## config.mk

```make
export PLATFORM = sky130hd
export DESIGN_NAME = chained_hash_table_top
export DESIGN_NICKNAME = d
export VERILOG_FILES = /design/src/rtl/core/cht_pkg.sv /design/src/rtl/core/cht_ram.sv /design/src/rtl/core/cht_dp.sv /design/src/rtl/core/cht_ctrl.sv /design/src/rtl/core/chained_hash_table_top.sv
export SDC_FILE = /design/constraint.sdc
export NUM_CORES = 2
export LEC_CHECK = 0
export BUFFER_PORTS_ARGS = -buffer_cell sky130_fd_sc_hd__buf_2
export CORE_MARGIN = 1
export CORE_UTILIZATION = 50
export DETAILED_ROUTE_END_ITERATION = 7
export PLACE_DENSITY = 0.62
export SYNTH_ARGS = -nofsm -noshare
export SYNTH_HDL_FRONTEND = slang
export SYNTH_HIERARCHICAL = 1
export SYNTH_SLANG_ARGS = --single-unit
```

## constraint.sdc

```tcl
create_clock -name clk -period 8.4 [get_ports clk]
set_clock_uncertainty 0.05 [all_clocks]
set_input_delay 2.52 -clock clk [delete_from_list [all_inputs] [get_ports clk]]
set_output_delay 2.52 -clock clk [all_outputs]
set_load 0.03 [all_outputs]
```

## src/rtl/core/cht_pkg.sv

```systemverilog
// ------------------------------------------------------------------------
// cht_pkg: chained hash table shared definitions
// sizes, command and status codes, controller/datapath interface types
// ------------------------------------------------------------------------
package cht_pkg;

	localparam int NUM_BUCKETS = 16;
	localparam int CHAIN_DEPTH = 8;

	localparam int KEY_W    = 31;
	localparam int CMD_W    = 2;
	localparam int STATUS_W = 3;
	localparam int BKT_OUT_W = 4;
	localparam int POS_OUT_W = 3;
	localparam int CFG_W    = 5;

	localparam logic [CFG_W-1:0] BUCKET_COUNT_RST = CFG_W'(16);

	localparam int BIDX_W = (NUM_BUCKETS > 1) ? $clog2(NUM_BUCKETS) : 1;
	localparam int POS_W  = (CHAIN_DEPTH > 1) ? $clog2(CHAIN_DEPTH) : 1;
	localparam int LEN_W  = $clog2(CHAIN_DEPTH + 1);
	localparam int DIV_W  = $clog2(NUM_BUCKETS + 1);
	localparam int CNT_W  = $clog2(KEY_W);
	localparam int MEM_DEPTH = NUM_BUCKETS * CHAIN_DEPTH;
	localparam int ADDR_W = (MEM_DEPTH > 1) ? $clog2(MEM_DEPTH) : 1;

	localparam logic [CMD_W-1:0] CMD_INSERT = CMD_W'(0);
	localparam logic [CMD_W-1:0] CMD_SEARCH = CMD_W'(1);
	localparam logic [CMD_W-1:0] CMD_DELETE = CMD_W'(2);

	typedef enum logic [STATUS_W-1:0] {
		ST_INSERTED  = 3'd0,
		ST_FOUND     = 3'd1,
		ST_NOT_FOUND = 3'd2,
		ST_DELETED   = 3'd3,
		ST_DEL_FAIL  = 3'd4,
		ST_FULL      = 3'd5
	} status_t;

	typedef enum logic [3:0] {
		S_IDLE,
		S_MOD,
		S_DISPATCH,
		S_INS_RD,
		S_INS_WR,
		S_INS_FRONT,
		S_FIND_RD,
		S_FIND_CMP,
		S_DEL_RD,
		S_DEL_WR
	} state_t;

	typedef enum logic [2:0] {
		IDX_HOLD,
		IDX_LEN,
		IDX_ZERO,
		IDX_INC,
		IDX_DEC
	} idx_op_t;

	typedef enum logic [1:0] {
		SLOT_IDX,
		SLOT_PREV,
		SLOT_NEXT,
		SLOT_ZERO
	} slot_sel_t;

	typedef enum logic [1:0] {
		LEN_HOLD,
		LEN_INC,
		LEN_DEC
	} len_op_t;

	typedef enum logic [1:0] {
		POS_ZERO,
		POS_IDX,
		POS_HELD
	} pos_src_t;

	typedef struct packed {
		logic      load;
		logic      div_step;
		idx_op_t   idx_op;
		slot_sel_t slot_sel;
		logic      rd_en;
		logic      wr_en;
		logic      wr_key;
		len_op_t   len_op;
		logic      hold_pos;
		logic      finish;
		status_t   fin_status;
		pos_src_t  fin_pos;
	} ctrl_t;

	typedef struct packed {
		logic             div_last;
		logic [CMD_W-1:0] cmd;
		logic             len_full;
		logic             len_zero;
		logic             idx_is_one;
		logic             key_match;
		logic             last_find;
		logic             last_del;
	} stat_t;

endpackage

```

## src/rtl/core/cht_ram.sv

```systemverilog
// ------------------------------------------------------------------------
// cht_ram: generic single-port-write ram
// one write port, one read port, registered read data
// ------------------------------------------------------------------------
module cht_ram #(
	parameter int WIDTH = 8,
	parameter int DEPTH = 16
) (
	input  logic                                   clk,
	input  logic                                   we,
	input  logic [((DEPTH > 1) ? $clog2(DEPTH) : 1)-1:0] waddr,
	input  logic [WIDTH-1:0]                       wdata,
	input  logic                                   re,
	input  logic [((DEPTH > 1) ? $clog2(DEPTH) : 1)-1:0] raddr,
	output logic [WIDTH-1:0]                       rdata
);

	logic [WIDTH-1:0] mem_q [DEPTH];

	always_ff @(posedge clk) begin
		if (we) begin
			mem_q[waddr] <= wdata;
		end
		if (re) begin
			rdata <= mem_q[raddr];
		end
	end

endmodule

```

## src/rtl/core/cht_dp.sv

```systemverilog
// ------------------------------------------------------------------------
// cht_dp: chained hash table datapath
// bit-serial modulo, chain lengths, key memory, result registers
// ------------------------------------------------------------------------
module cht_dp
	import cht_pkg::*;
(
	input  logic                 clk,
	input  logic                 arst_n,
	input  logic [CMD_W-1:0]     command,
	input  logic [KEY_W-1:0]     key,
	input  logic                 cfg_we,
	input  logic [CFG_W-1:0]     bucket_count,
	input  ctrl_t                ctrl,
	output stat_t                stat,
	output logic                 done,
	output logic [STATUS_W-1:0]  status,
	output logic [BKT_OUT_W-1:0] bucket,
	output logic [POS_OUT_W-1:0] position
);

	logic [CFG_W-1:0]     bucket_count_q;
	logic [CMD_W-1:0]     cmd_q;
	logic [KEY_W-1:0]     key_q;
	logic [KEY_W-1:0]     div_q;
	logic [DIV_W-1:0]     rem_q;
	logic [CNT_W-1:0]     cnt_q;
	logic [LEN_W-1:0]     idx_q;
	logic [POS_W-1:0]     pos_q;
	logic [LEN_W-1:0]     len_q [NUM_BUCKETS];
	logic                 done_q;
	logic [STATUS_W-1:0]  status_q;
	logic [BKT_OUT_W-1:0] bucket_q;
	logic [POS_OUT_W-1:0] position_q;

	logic [DIV_W-1:0]  eff_div;
	logic [DIV_W:0]    rem_shift;
	logic              rem_ge;
	logic [BIDX_W-1:0] bkt;
	logic [LEN_W-1:0]  len_cur;
	logic [POS_W-1:0]  slot;
	logic [ADDR_W-1:0] addr;
	logic [KEY_W-1:0]  rdata;
	logic [KEY_W-1:0]  wdata;

	// divisor clamped to 1..NUM_BUCKETS
	always_comb begin
		if (bucket_count_q == '0) begin
			eff_div = DIV_W'(1);
		end else if (int'(bucket_count_q) > NUM_BUCKETS) begin
			eff_div = DIV_W'(NUM_BUCKETS);
		end else begin
			eff_div = DIV_W'(bucket_count_q);
		end
	end

	assign rem_shift = {rem_q, div_q[KEY_W-1]};
	assign rem_ge    = (rem_shift >= {1'b0, eff_div});
	assign bkt       = BIDX_W'(rem_q);
	assign len_cur   = len_q[bkt];

	always_comb begin
		unique case (ctrl.slot_sel)
			SLOT_IDX:  slot = POS_W'(idx_q);
			SLOT_PREV: slot = POS_W'(idx_q - LEN_W'(1));
			SLOT_NEXT: slot = POS_W'(idx_q + LEN_W'(1));
			SLOT_ZERO: slot = '0;
			default:   slot = '0;
		endcase
	end

	assign addr  = ADDR_W'(bkt) * ADDR_W'(CHAIN_DEPTH) + ADDR_W'(slot);
	assign wdata = ctrl.wr_key ? key_q : rdata;

	cht_ram #(
		.WIDTH(KEY_W),
		.DEPTH(MEM_DEPTH)
	) u_keys (
		.clk  (clk),
		.we   (ctrl.wr_en),
		.waddr(addr),
		.wdata(wdata),
		.re   (ctrl.rd_en),
		.raddr(addr),
		.rdata(rdata)
	);

	always_ff @(posedge clk or negedge arst_n) begin
		if (!arst_n) begin
			bucket_count_q <= BUCKET_COUNT_RST;
		end else if (cfg_we) begin
			bucket_count_q <= bucket_count;
		end
	end

	// operand capture and restoring remainder, one key bit a cycle while div_step is high
	always_ff @(posedge clk) begin
		if (ctrl.load) begin
			cmd_q <= command;
			key_q <= key;
			div_q <= key;
			rem_q <= '0;
			cnt_q <= '0;
		end else if (ctrl.div_step) begin
			div_q <= div_q << 1;
			cnt_q <= cnt_q + CNT_W'(1);
			if (rem_ge) begin
				rem_q <= DIV_W'(rem_shift - {1'b0, eff_div});
			end else begin
				rem_q <= DIV_W'(rem_shift);
			end
		end
	end

	always_ff @(posedge clk) begin
		unique case (ctrl.idx_op)
			IDX_HOLD: idx_q <= idx_q;
			IDX_LEN:  idx_q <= len_cur;
			IDX_ZERO: idx_q <= '0;
			IDX_INC:  idx_q <= idx_q + LEN_W'(1);
			IDX_DEC:  idx_q <= idx_q - LEN_W'(1);
			default:  idx_q <= idx_q;
		endcase
		if (ctrl.hold_pos) begin
			pos_q <= POS_W'(idx_q);
		end
	end

	always_ff @(posedge clk or negedge arst_n) begin
		if (!arst_n) begin
			for (int i = 0; i < NUM_BUCKETS; i++) begin
				len_q[i] <= '0;
			end
		end else begin
			unique case (ctrl.len_op)
				LEN_HOLD: ;
				LEN_INC:  len_q[bkt] <= len_cur + LEN_W'(1);
				LEN_DEC:  len_q[bkt] <= len_cur - LEN_W'(1);
				default:  ;
			endcase
		end
	end

	// result registers
	always_ff @(posedge clk or negedge arst_n) begin
		if (!arst_n) begin
			done_q <= 1'b0;
		end else begin
			done_q <= ctrl.finish;
		end
	end

	always_ff @(posedge clk) begin
		if (ctrl.finish) begin
			status_q <= ctrl.fin_status;
			bucket_q <= BKT_OUT_W'(bkt);
			unique case (ctrl.fin_pos)
				POS_ZERO: position_q <= '0;
				POS_IDX:  position_q <= POS_OUT_W'(idx_q);
				POS_HELD: position_q <= POS_OUT_W'(pos_q);
				default:  position_q <= '0;
			endcase
		end
	end

	assign stat.div_last   = (cnt_q == CNT_W'(KEY_W - 1));
	assign stat.cmd        = cmd_q;
	assign stat.len_full   = (len_cur == LEN_W'(CHAIN_DEPTH));
	assign stat.len_zero   = (len_cur == '0);
	assign stat.idx_is_one = (idx_q == LEN_W'(1));
	assign stat.key_match  = (rdata == key_q);
	assign stat.last_find  = (({1'b0, idx_q} + (LEN_W + 1)'(1)) == {1'b0, len_cur});
	assign stat.last_del   = (({1'b0, idx_q} + (LEN_W + 1)'(2)) == {1'b0, len_cur});

	assign done     = done_q;
	assign status   = status_q;
	assign bucket   = bucket_q;
	assign position = position_q;

endmodule

```

## src/rtl/core/cht_ctrl.sv

```systemverilog
// ------------------------------------------------------------------------
// cht_ctrl: chained hash table controller
// sequences modulo, chain walk and shifts for one command at a time
// ------------------------------------------------------------------------
module cht_ctrl
	import cht_pkg::*;
(
	input  logic  clk,
	input  logic  arst_n,
	input  logic  start,
	input  stat_t stat,
	output logic  busy,
	output ctrl_t ctrl
);

	state_t state_q;
	state_t state_nxt;

	always_ff @(posedge clk or negedge arst_n) begin
		if (!arst_n) begin
			state_q <= S_IDLE;
		end else begin
			state_q <= state_nxt;
		end
	end

	// next state
	always_comb begin
		state_nxt = state_q;
		unique case (state_q)
			S_IDLE: begin
				if (start) begin
					state_nxt = S_MOD;
				end
			end
			S_MOD: begin
				if (stat.div_last) begin
					state_nxt = S_DISPATCH;
				end
			end
			S_DISPATCH: begin
				if (stat.cmd == CMD_INSERT) begin
					if (stat.len_full) begin
						state_nxt = S_IDLE;
					end else if (stat.len_zero) begin
						state_nxt = S_INS_FRONT;
					end else begin
						state_nxt = S_INS_RD;
					end
				end else if (stat.cmd == CMD_SEARCH || stat.cmd == CMD_DELETE) begin
					state_nxt = stat.len_zero ? S_IDLE : S_FIND_RD;
				end else begin
					state_nxt = S_IDLE;
				end
			end
			S_INS_RD:    state_nxt = S_INS_WR;
			S_INS_WR:    state_nxt = stat.idx_is_one ? S_INS_FRONT : S_INS_RD;
			S_INS_FRONT: state_nxt = S_IDLE;
			S_FIND_RD:   state_nxt = S_FIND_CMP;
			S_FIND_CMP: begin
				if (stat.key_match) begin
					if (stat.cmd == CMD_DELETE && !stat.last_find) begin
						state_nxt = S_DEL_RD;
					end else begin
						state_nxt = S_IDLE;
					end
				end else begin
					state_nxt = stat.last_find ? S_IDLE : S_FIND_RD;
				end
			end
			S_DEL_RD: state_nxt = S_DEL_WR;
			S_DEL_WR: state_nxt = stat.last_del ? S_IDLE : S_DEL_RD;
			default:  state_nxt = S_IDLE;
		endcase
	end

	// datapath commands
	always_comb begin
		ctrl            = '0;
		ctrl.idx_op     = IDX_HOLD;
		ctrl.slot_sel   = SLOT_IDX;
		ctrl.len_op     = LEN_HOLD;
		ctrl.fin_status = ST_NOT_FOUND;
		ctrl.fin_pos    = POS_ZERO;
		busy            = (state_q != S_IDLE);
		unique case (state_q)
			S_IDLE: begin
				ctrl.load = start;
			end
			S_MOD: begin
				ctrl.div_step = 1'b1;
			end
			S_DISPATCH: begin
				if (stat.cmd == CMD_INSERT) begin
					if (stat.len_full) begin
						ctrl.finish     = 1'b1;
						ctrl.fin_status = ST_FULL;
					end else begin
						ctrl.idx_op = IDX_LEN;
					end
				end else if (stat.cmd == CMD_SEARCH || stat.cmd == CMD_DELETE) begin
					if (stat.len_zero) begin
						ctrl.finish     = 1'b1;
						ctrl.fin_status = (stat.cmd == CMD_DELETE) ? ST_DEL_FAIL : ST_NOT_FOUND;
					end else begin
						ctrl.idx_op = IDX_ZERO;
					end
				end else begin
					ctrl.finish = 1'b1;
				end
			end
			S_INS_RD: begin
				ctrl.rd_en    = 1'b1;
				ctrl.slot_sel = SLOT_PREV;
			end
			S_INS_WR: begin
				ctrl.wr_en  = 1'b1;
				ctrl.idx_op = IDX_DEC;
			end
			S_INS_FRONT: begin
				ctrl.wr_en      = 1'b1;
				ctrl.wr_key     = 1'b1;
				ctrl.slot_sel   = SLOT_ZERO;
				ctrl.len_op     = LEN_INC;
				ctrl.finish     = 1'b1;
				ctrl.fin_status = ST_INSERTED;
			end
			S_FIND_RD: begin
				ctrl.rd_en = 1'b1;
			end
			S_FIND_CMP: begin
				if (stat.key_match) begin
					if (stat.cmd == CMD_DELETE) begin
						if (stat.last_find) begin
							ctrl.len_op     = LEN_DEC;
							ctrl.finish     = 1'b1;
							ctrl.fin_status = ST_DELETED;
							ctrl.fin_pos    = POS_IDX;
						end else begin
							ctrl.hold_pos = 1'b1;
						end
					end else begin
						ctrl.finish     = 1'b1;
						ctrl.fin_status = ST_FOUND;
						ctrl.fin_pos    = POS_IDX;
					end
				end else if (stat.last_find) begin
					ctrl.finish     = 1'b1;
					ctrl.fin_status = (stat.cmd == CMD_DELETE) ? ST_DEL_FAIL : ST_NOT_FOUND;
				end else begin
					ctrl.idx_op = IDX_INC;
				end
			end
			S_DEL_RD: begin
				ctrl.rd_en    = 1'b1;
				ctrl.slot_sel = SLOT_NEXT;
			end
			S_DEL_WR: begin
				ctrl.wr_en  = 1'b1;
				ctrl.idx_op = IDX_INC;
				if (stat.last_del) begin
					ctrl.len_op     = LEN_DEC;
					ctrl.finish     = 1'b1;
					ctrl.fin_status = ST_DELETED;
					ctrl.fin_pos    = POS_HELD;
				end
			end
			default: ;
		endcase
	end

endmodule

```

## src/rtl/core/chained_hash_table_top.sv

```systemverilog
// ------------------------------------------------------------------------
// chained_hash_table_top: hash table with bounded chains
// division-method buckets, insert at front, search and delete of the
// first match from the front, one result per command
// ------------------------------------------------------------------------
//
//  channel   ports                           transfer
//  --------  ------------------------------  -------------------------------
//  command   start, command, key   -> busy   edge with start high, busy low
//  result    done, status, bucket, position  edge ending the done cycle
//  config    cfg_we, bucket_count            edge with cfg_we high
//
//  a command runs from its transfer to its done cycle through 31 modulo
//  steps, one dispatch, then a read and a write or compare per chain entry
//  (insert shifts all, none if full; search stops at a hit; delete: all)
//  arst_n clears chain lengths and sets bucket_count to 16; the key ram
//  needs no clearing, an entry past a chain's length is never read
//  done strobes for one cycle and cannot stall; a new command may start then
//
module chained_hash_table_top
	import cht_pkg::*;
(
	input  logic                 clk,
	input  logic                 arst_n,
	// command transfer
	input  logic                 start,
	output logic                 busy,
	input  logic [CMD_W-1:0]     command,
	input  logic [KEY_W-1:0]     key,
	// bucket count register
	input  logic                 cfg_we,
	input  logic [CFG_W-1:0]     bucket_count,
	// result strobe
	output logic                 done,
	output logic [STATUS_W-1:0]  status,
	output logic [BKT_OUT_W-1:0] bucket,
	output logic [POS_OUT_W-1:0] position
);

	ctrl_t ctrl;
	stat_t stat;

	// sequencer: one command at a time
	cht_ctrl u_ctrl (
		.clk   (clk),
		.arst_n(arst_n),
		.start (start),
		.stat  (stat),
		.busy  (busy),
		.ctrl  (ctrl)
	);

	// modulo unit, chain lengths, key ram and result registers
	cht_dp u_dp (
		.clk         (clk),
		.arst_n      (arst_n),
		.command     (command),
		.key         (key),
		.cfg_we      (cfg_we),
		.bucket_count(bucket_count),
		.ctrl        (ctrl),
		.stat        (stat),
		.done        (done),
		.status      (status),
		.bucket      (bucket),
		.position    (position)
	);

endmodule

```

## After elaboration in Yosys (flattened, before gate mapping)

Memory sizes are Yosys's and may differ from the RTL's. A register that Yosys moved wholly into a read port is not among the register bits.
Index checks and enable logic that the tools add are counted.
Widths: inputs -> output; s select.

| storage, ports and cells | value |
|---|---|
| flip-flop bits (word level) | 165 |
| memory bits (writable) | 3,968 |
| bits of input ports | 42 |
| output and inout port bits | 12 |
| word-level logic and storage cells | 156 |
| memories | 1 |

| operators by class | value |
|---|---|
| $add $sub $neg | 9 |
| magnitude comparators | 4 |
| eq/ne operators | 30 |
| muxes and demuxes | 66 |
| bitwise gates (word level) | 1 |
| reduce and logical (&&, ||, !) cells | 16 |

Memory list:

| memory | words | width | rd ports | clocked after Yosys merged registers in | write ports | RTL line | source |
|---|---|---|---|---|---|---|---|
| u_dp.u_keys.mem_q | 128 | 31 | 1 | 1 | 1 | cht_ram.sv:18 | `logic [WIDTH-1:0] mem_q [DEPTH];` |

Operators by type and width:

| kind | number |
|---|---|
| $bwmux 64 | 2 |
| $pmux 64 s2 | 1 |
| $mux 31 | 3 |
| $mux 4 | 16 |
| $pmux 4 s9 | 1 |
| $pmux 4 s4 | 2 |
| $eq 31x31->1 | 1 |
| $mux 3 | 9 |
| $pmux 3 s4 | 2 |
| $mux 6 | 3 |
| $bmux 4 s4 | 1 |
| $demux 4 s4 | 1 |
| $eq 4x3->1 const B | 4 |
| $mux 5 | 3 |
| $mux 2 | 7 |
| $eq 4x4->1 const B | 3 |
| $pmux 2 s3 | 2 |
| $mux 1 | 11 |
| $eq 2x2->1 const B | 5 |
| $eq 5x4->1 | 2 |
| $add 4x1->4 const B | 2 |
| $eq 2x1->1 const B | 4 |
| $eq 4x1->1 const B | 2 |
| $eq 4x2->1 const B | 2 |
| other kinds (28) | 37 |

## Depth between registers and ports, before layout

| logic depth | value |
|---|---|
| depth in word-level cells | 11 |
| mapped depth | 17 |

## Cells and area by module

Netlist, hierarchy kept.

By module, submodules not included:

| module | times used | cells each | area an instance (um2) |
|---|---|---|---|
| cht_ram | 1 | 5,808 | 151,716.8 |
| cht_dp | 1 | 640 | 7,986.4 |
| cht_ctrl | 1 | 98 | 645.6 |

## Worst setup path before layout

Ideal clock, no wire load.

| timing path | value |
|---|---|
| kind | in2reg |
| start | input start |
| end | register u_dp.div_q[0] (enable) |
| arrival | 4.504 ns |
| required time | 7.976 ns |
| setup slack | 3.472 ns |
| stages on the path | 4 |
| cell sequence | and3_1 clkbuf_1 clkbuf_1 or2_2 |

| on the way | value |
|---|---|
| longest elaborated chain between the ends | 2 |

RTL lines:

| what | RTL line | source |
|---|---|---|
| from (decl) | chained_hash_table_top.sv:26 | `input logic start,` |
| $mux 1 | cht_ctrl.sv:86 | `unique case (state_q)` |
| $reduce_bool 2->1 (no source line) | -- |  |
| to (signal assigned) | cht_dp.sv:101 | `div_q <= key;` |
| to (signal assigned) | cht_dp.sv:105 | `div_q <= div_q << 1;` |
| to (decl) | cht_dp.sv:25 | `logic [KEY_W-1:0] div_q;` |

No other way between the ends.
A chain may end at the register's enable or synchronous reset.

==> reports/qor.txt <==
Crit path required time: 9.03 ns
I/O Buffers: 53
Sink Count: 4164
Netlist cell types: 66
Top FF cell, synth: edfxtp_1
Vias in the first global route: 74000
Hold path endpoint: u_dp/len_q[42]
CP max FO: 70
Worst r2r path cells: 11
First-pass DRT Iterations: 6
Rows: 207
Synthesis-to-finish area growth: 12.8%
Most common cell on crit path: mux4_2
Final wirelength: 407000 um
Worst path cell trace: nor2b_1 -> a21oi_1 -> nor2_1 -> xnor2_1 -> o21ai_4 -> buf_12 -> buf_12 -> mux4_2 -> mux4_2 -> mux4_2 -> mux2_2
Min-delay src: u_dp/len_q[42]
Static leakage power: 55.6 nW
Ports: 54
Crit. End Element: register
Setup TNS: 0 ns
Commonest cells after routing, fill and taps aside: 4080 x edfxtp_1, 1318 x mux4_2, 423 x clkbuf_16
Most common cell after layout, fill and taps aside: edfxtp_1
Flop2flop setup slack: 2.50 ns
Worst r2r src: u_ctrl/state_q[0]
Max VDD drop: 0.287 mV
Post-CTS Hold Buffers: 0
Die width: 568 um
Synth Net Count: 6609
Unrepaired setup endpoints after global routing: no
Hpwl dp: 226000 um
GP Congestion: 0.794
Final cell count without fillers: 11400
Post-synth ARST share: 0.0178
Largest net degree at the start of global routing: 138
Run status: finished, final reports clean
Post-DRT Antenna Nets: 0
Via-to-Cell Ratio: 6.41
GRT Overall Usage: 0.253
Power Density: 353 mW/mm^2
Synthesized flop and latch total: 4164
Die area: 0.323 sq mm
Cells after Synth: 6546
Post-CTS Resized: 0
Slew Viols, Final: 0
H-tree levels: 5
Pre-CTS setup slack: 2.47 ns
CTS tree: built
Hold Path Class: register to register
TritonCTS buffer count: 413
WP data arrival: 6.53 ns
Slowest stage delay, CP: 0.74 ns
EDFF count, synth: 4080
Max transition margin: 0.133
CTS Buffer Depth: 4
Initial DRC count: 10400
CP startpoint kind: register
Slowest-stage cell, CP: o21ai_4
Total global routing overflow: 0
Worst-Margin Slew: 1.30 ns
Initial core utilization: 0.503
DRC Markers: 0
Final hold violation count: 0
Mapped cell area: 0.160 sq mm
Avg Cell Area, Syn: 24.5 sq um
Period Utilization, post-route: 0.703
Clock transition at path regs: 0.06 ns
Core ar.: 0.319 sq mm
Fin Hold WS: 0.428 ns
Fmax: 169 MHz
Maxcap violations: 0
Final net count: 6969
Cells after DPL: 10700
Final Critical Period: 5.90 ns
Crit path kind: register to register
Height of the die: 568 um
Post-route worst setup slack: 2.50 ns
First-pass GRT wire length: 570000 um
Root buf cell: clkbuf_16
Layout cell share with drive strength beyond 1: 0.337
Initial antenna violation count: 49
Register area share after synthesis: 0.777
Hold path depth: 2
Reg-to-Reg End: u_dp/u_keys/rdata[5]
WL per Instance: 35.6 um
Warnings, synthesis: 6
Post-CTS setup buffer count: 0
Detailed-route via count: 73400
Clk Latency, worst-skew pair: 0.96 ns
Setup violations, final: 0
Final Util: 0.568
[synth_stat cells, drive strengths merged (4+ instances only)]
master	number	share of area
a21oi	13	0.00041
a22oi	5	0.00023
and3	4	0.00016
buf	150	0.0046
clkbuf	193	0.0045
dfrtp	73	0.011
dfxtp	10	0.0012
edfxtp	4080	0.76
ha	20	0.0016
inv	19	0.00044
mux2	98	0.0069
mux2i	7	0.00046
mux4	1318	0.19
nand2	119	0.0028
nand2b	12	0.00047
nand3	24	0.00075
nand4	9	0.00035
nor2	157	0.0037
nor2b	18	0.00070
nor3	16	0.00057
nor3b	6	0.00028
nor4	8	0.00041
o21ai	60	0.0019
o221ai	4	0.00022
o22a	5	0.00027
o31ai	17	0.0011
or3	5	0.00020
xnor2	22	0.0012
xor2	31	0.0017
[power by group]
part	switching [mW]	internal [mW]
clock network	7.69	10.5
logic	11.8	7.99
registers	0.372	25.5
[metrics by stage]
step	area (sq um)	power [mW]
2_1_floorplan	160000	38.5
3_3_place_gp	168000	45.7
3_5_place_dp	168000	46.1
4_1_cts	181000	64.1
5_1_grt	181000	65.8
6_report	181000	63.8
[registers in the layout (all words and copies together), names as in the netlist, 4 cells and up]
| register | cells |
|---|---|
| u_dp/bucket_count_q | 5 |
| u_dp/u_keys/mem_q | 3968 |
| u_dp/key_q | 31 |
| u_dp/bucket | 4 |
| u_dp/u_keys/rdata | 31 |
| u_dp/cnt_q | 5 |
| u_dp/len_q | 64 |
| u_dp/rem_q | 5 |
| u_dp/idx_q | 4 |
| u_ctrl/state_q | 4 |
| u_dp/div_q | 31 |
[layout make-up]
type,count,area (sq um)
Antenna cell,16,40.0
Clock buffer,518,11000
Clock inverter,233,2280
Fill cell,22700,138000
Inverter,19,71.3
Multi-Input combinational cell,2020,35400
Sequential cell,4164,125000
Tap cell,4180,5230
Timing Repair Buffer,288,2290
[worst max-delay path, delay by kind of cell (launching register included)]
kind	cells	cell delay, ns
compound gates	2	0.86
xor+xnor	1	0.17
buf+inv	2	0.87
flops	1	0.62
mux	4	2.24
simple gates	2	0.66
[worst max path at each step]
stage,start,to,slack [ns]
6_report,u_ctrl/state_q[0],u_dp/u_keys/rdata[5],2.50
3_5_place_dp,u_ctrl/state_q[0],u_dp/u_keys/rdata[10],2.47
3_3_place_gp,u_ctrl/state_q[2],u_dp/u_keys/rdata[15],2.34
4_1_cts,u_ctrl/state_q[0],u_dp/u_keys/rdata[10],2.42
2_1_floorplan,start,u_dp/div_q[0],3.47
5_1_grt,u_ctrl/state_q[2],u_dp/u_keys/rdata[10],2.08
[metal layers]
| layer | part of all wire | track usage |
|---|---|---|
| met1 | 0.39 | 0.360 |
| met2 | 0.47 | 0.395 |
| met3 | 0.11 | 0.0627 |
| met4 | 0.029 | 0.0694 |
| met5 | 0.000066 | 0 |
[cells by family (layout without fill, tap and decap cells)]
| family | Yosys count | after routing | share of synthesized area |
|---|---|---|---|
| simple gates | 393 | 393 | 0.0111 |
| mux | 1423 | 1423 | 0.192 |
| compound gates | 130 | 130 | 0.00538 |
| flops | 4164 | 4164 | 0.777 |
| fa+ha+maj | 21 | 21 | 0.00169 |
| xor+xnor | 53 | 53 | 0.00289 |
| other cells | 0 | 16 | 0 |
| buf+inv | 362 | 1058 | 0.00961 |
Power figures use the tool's default switching activity.
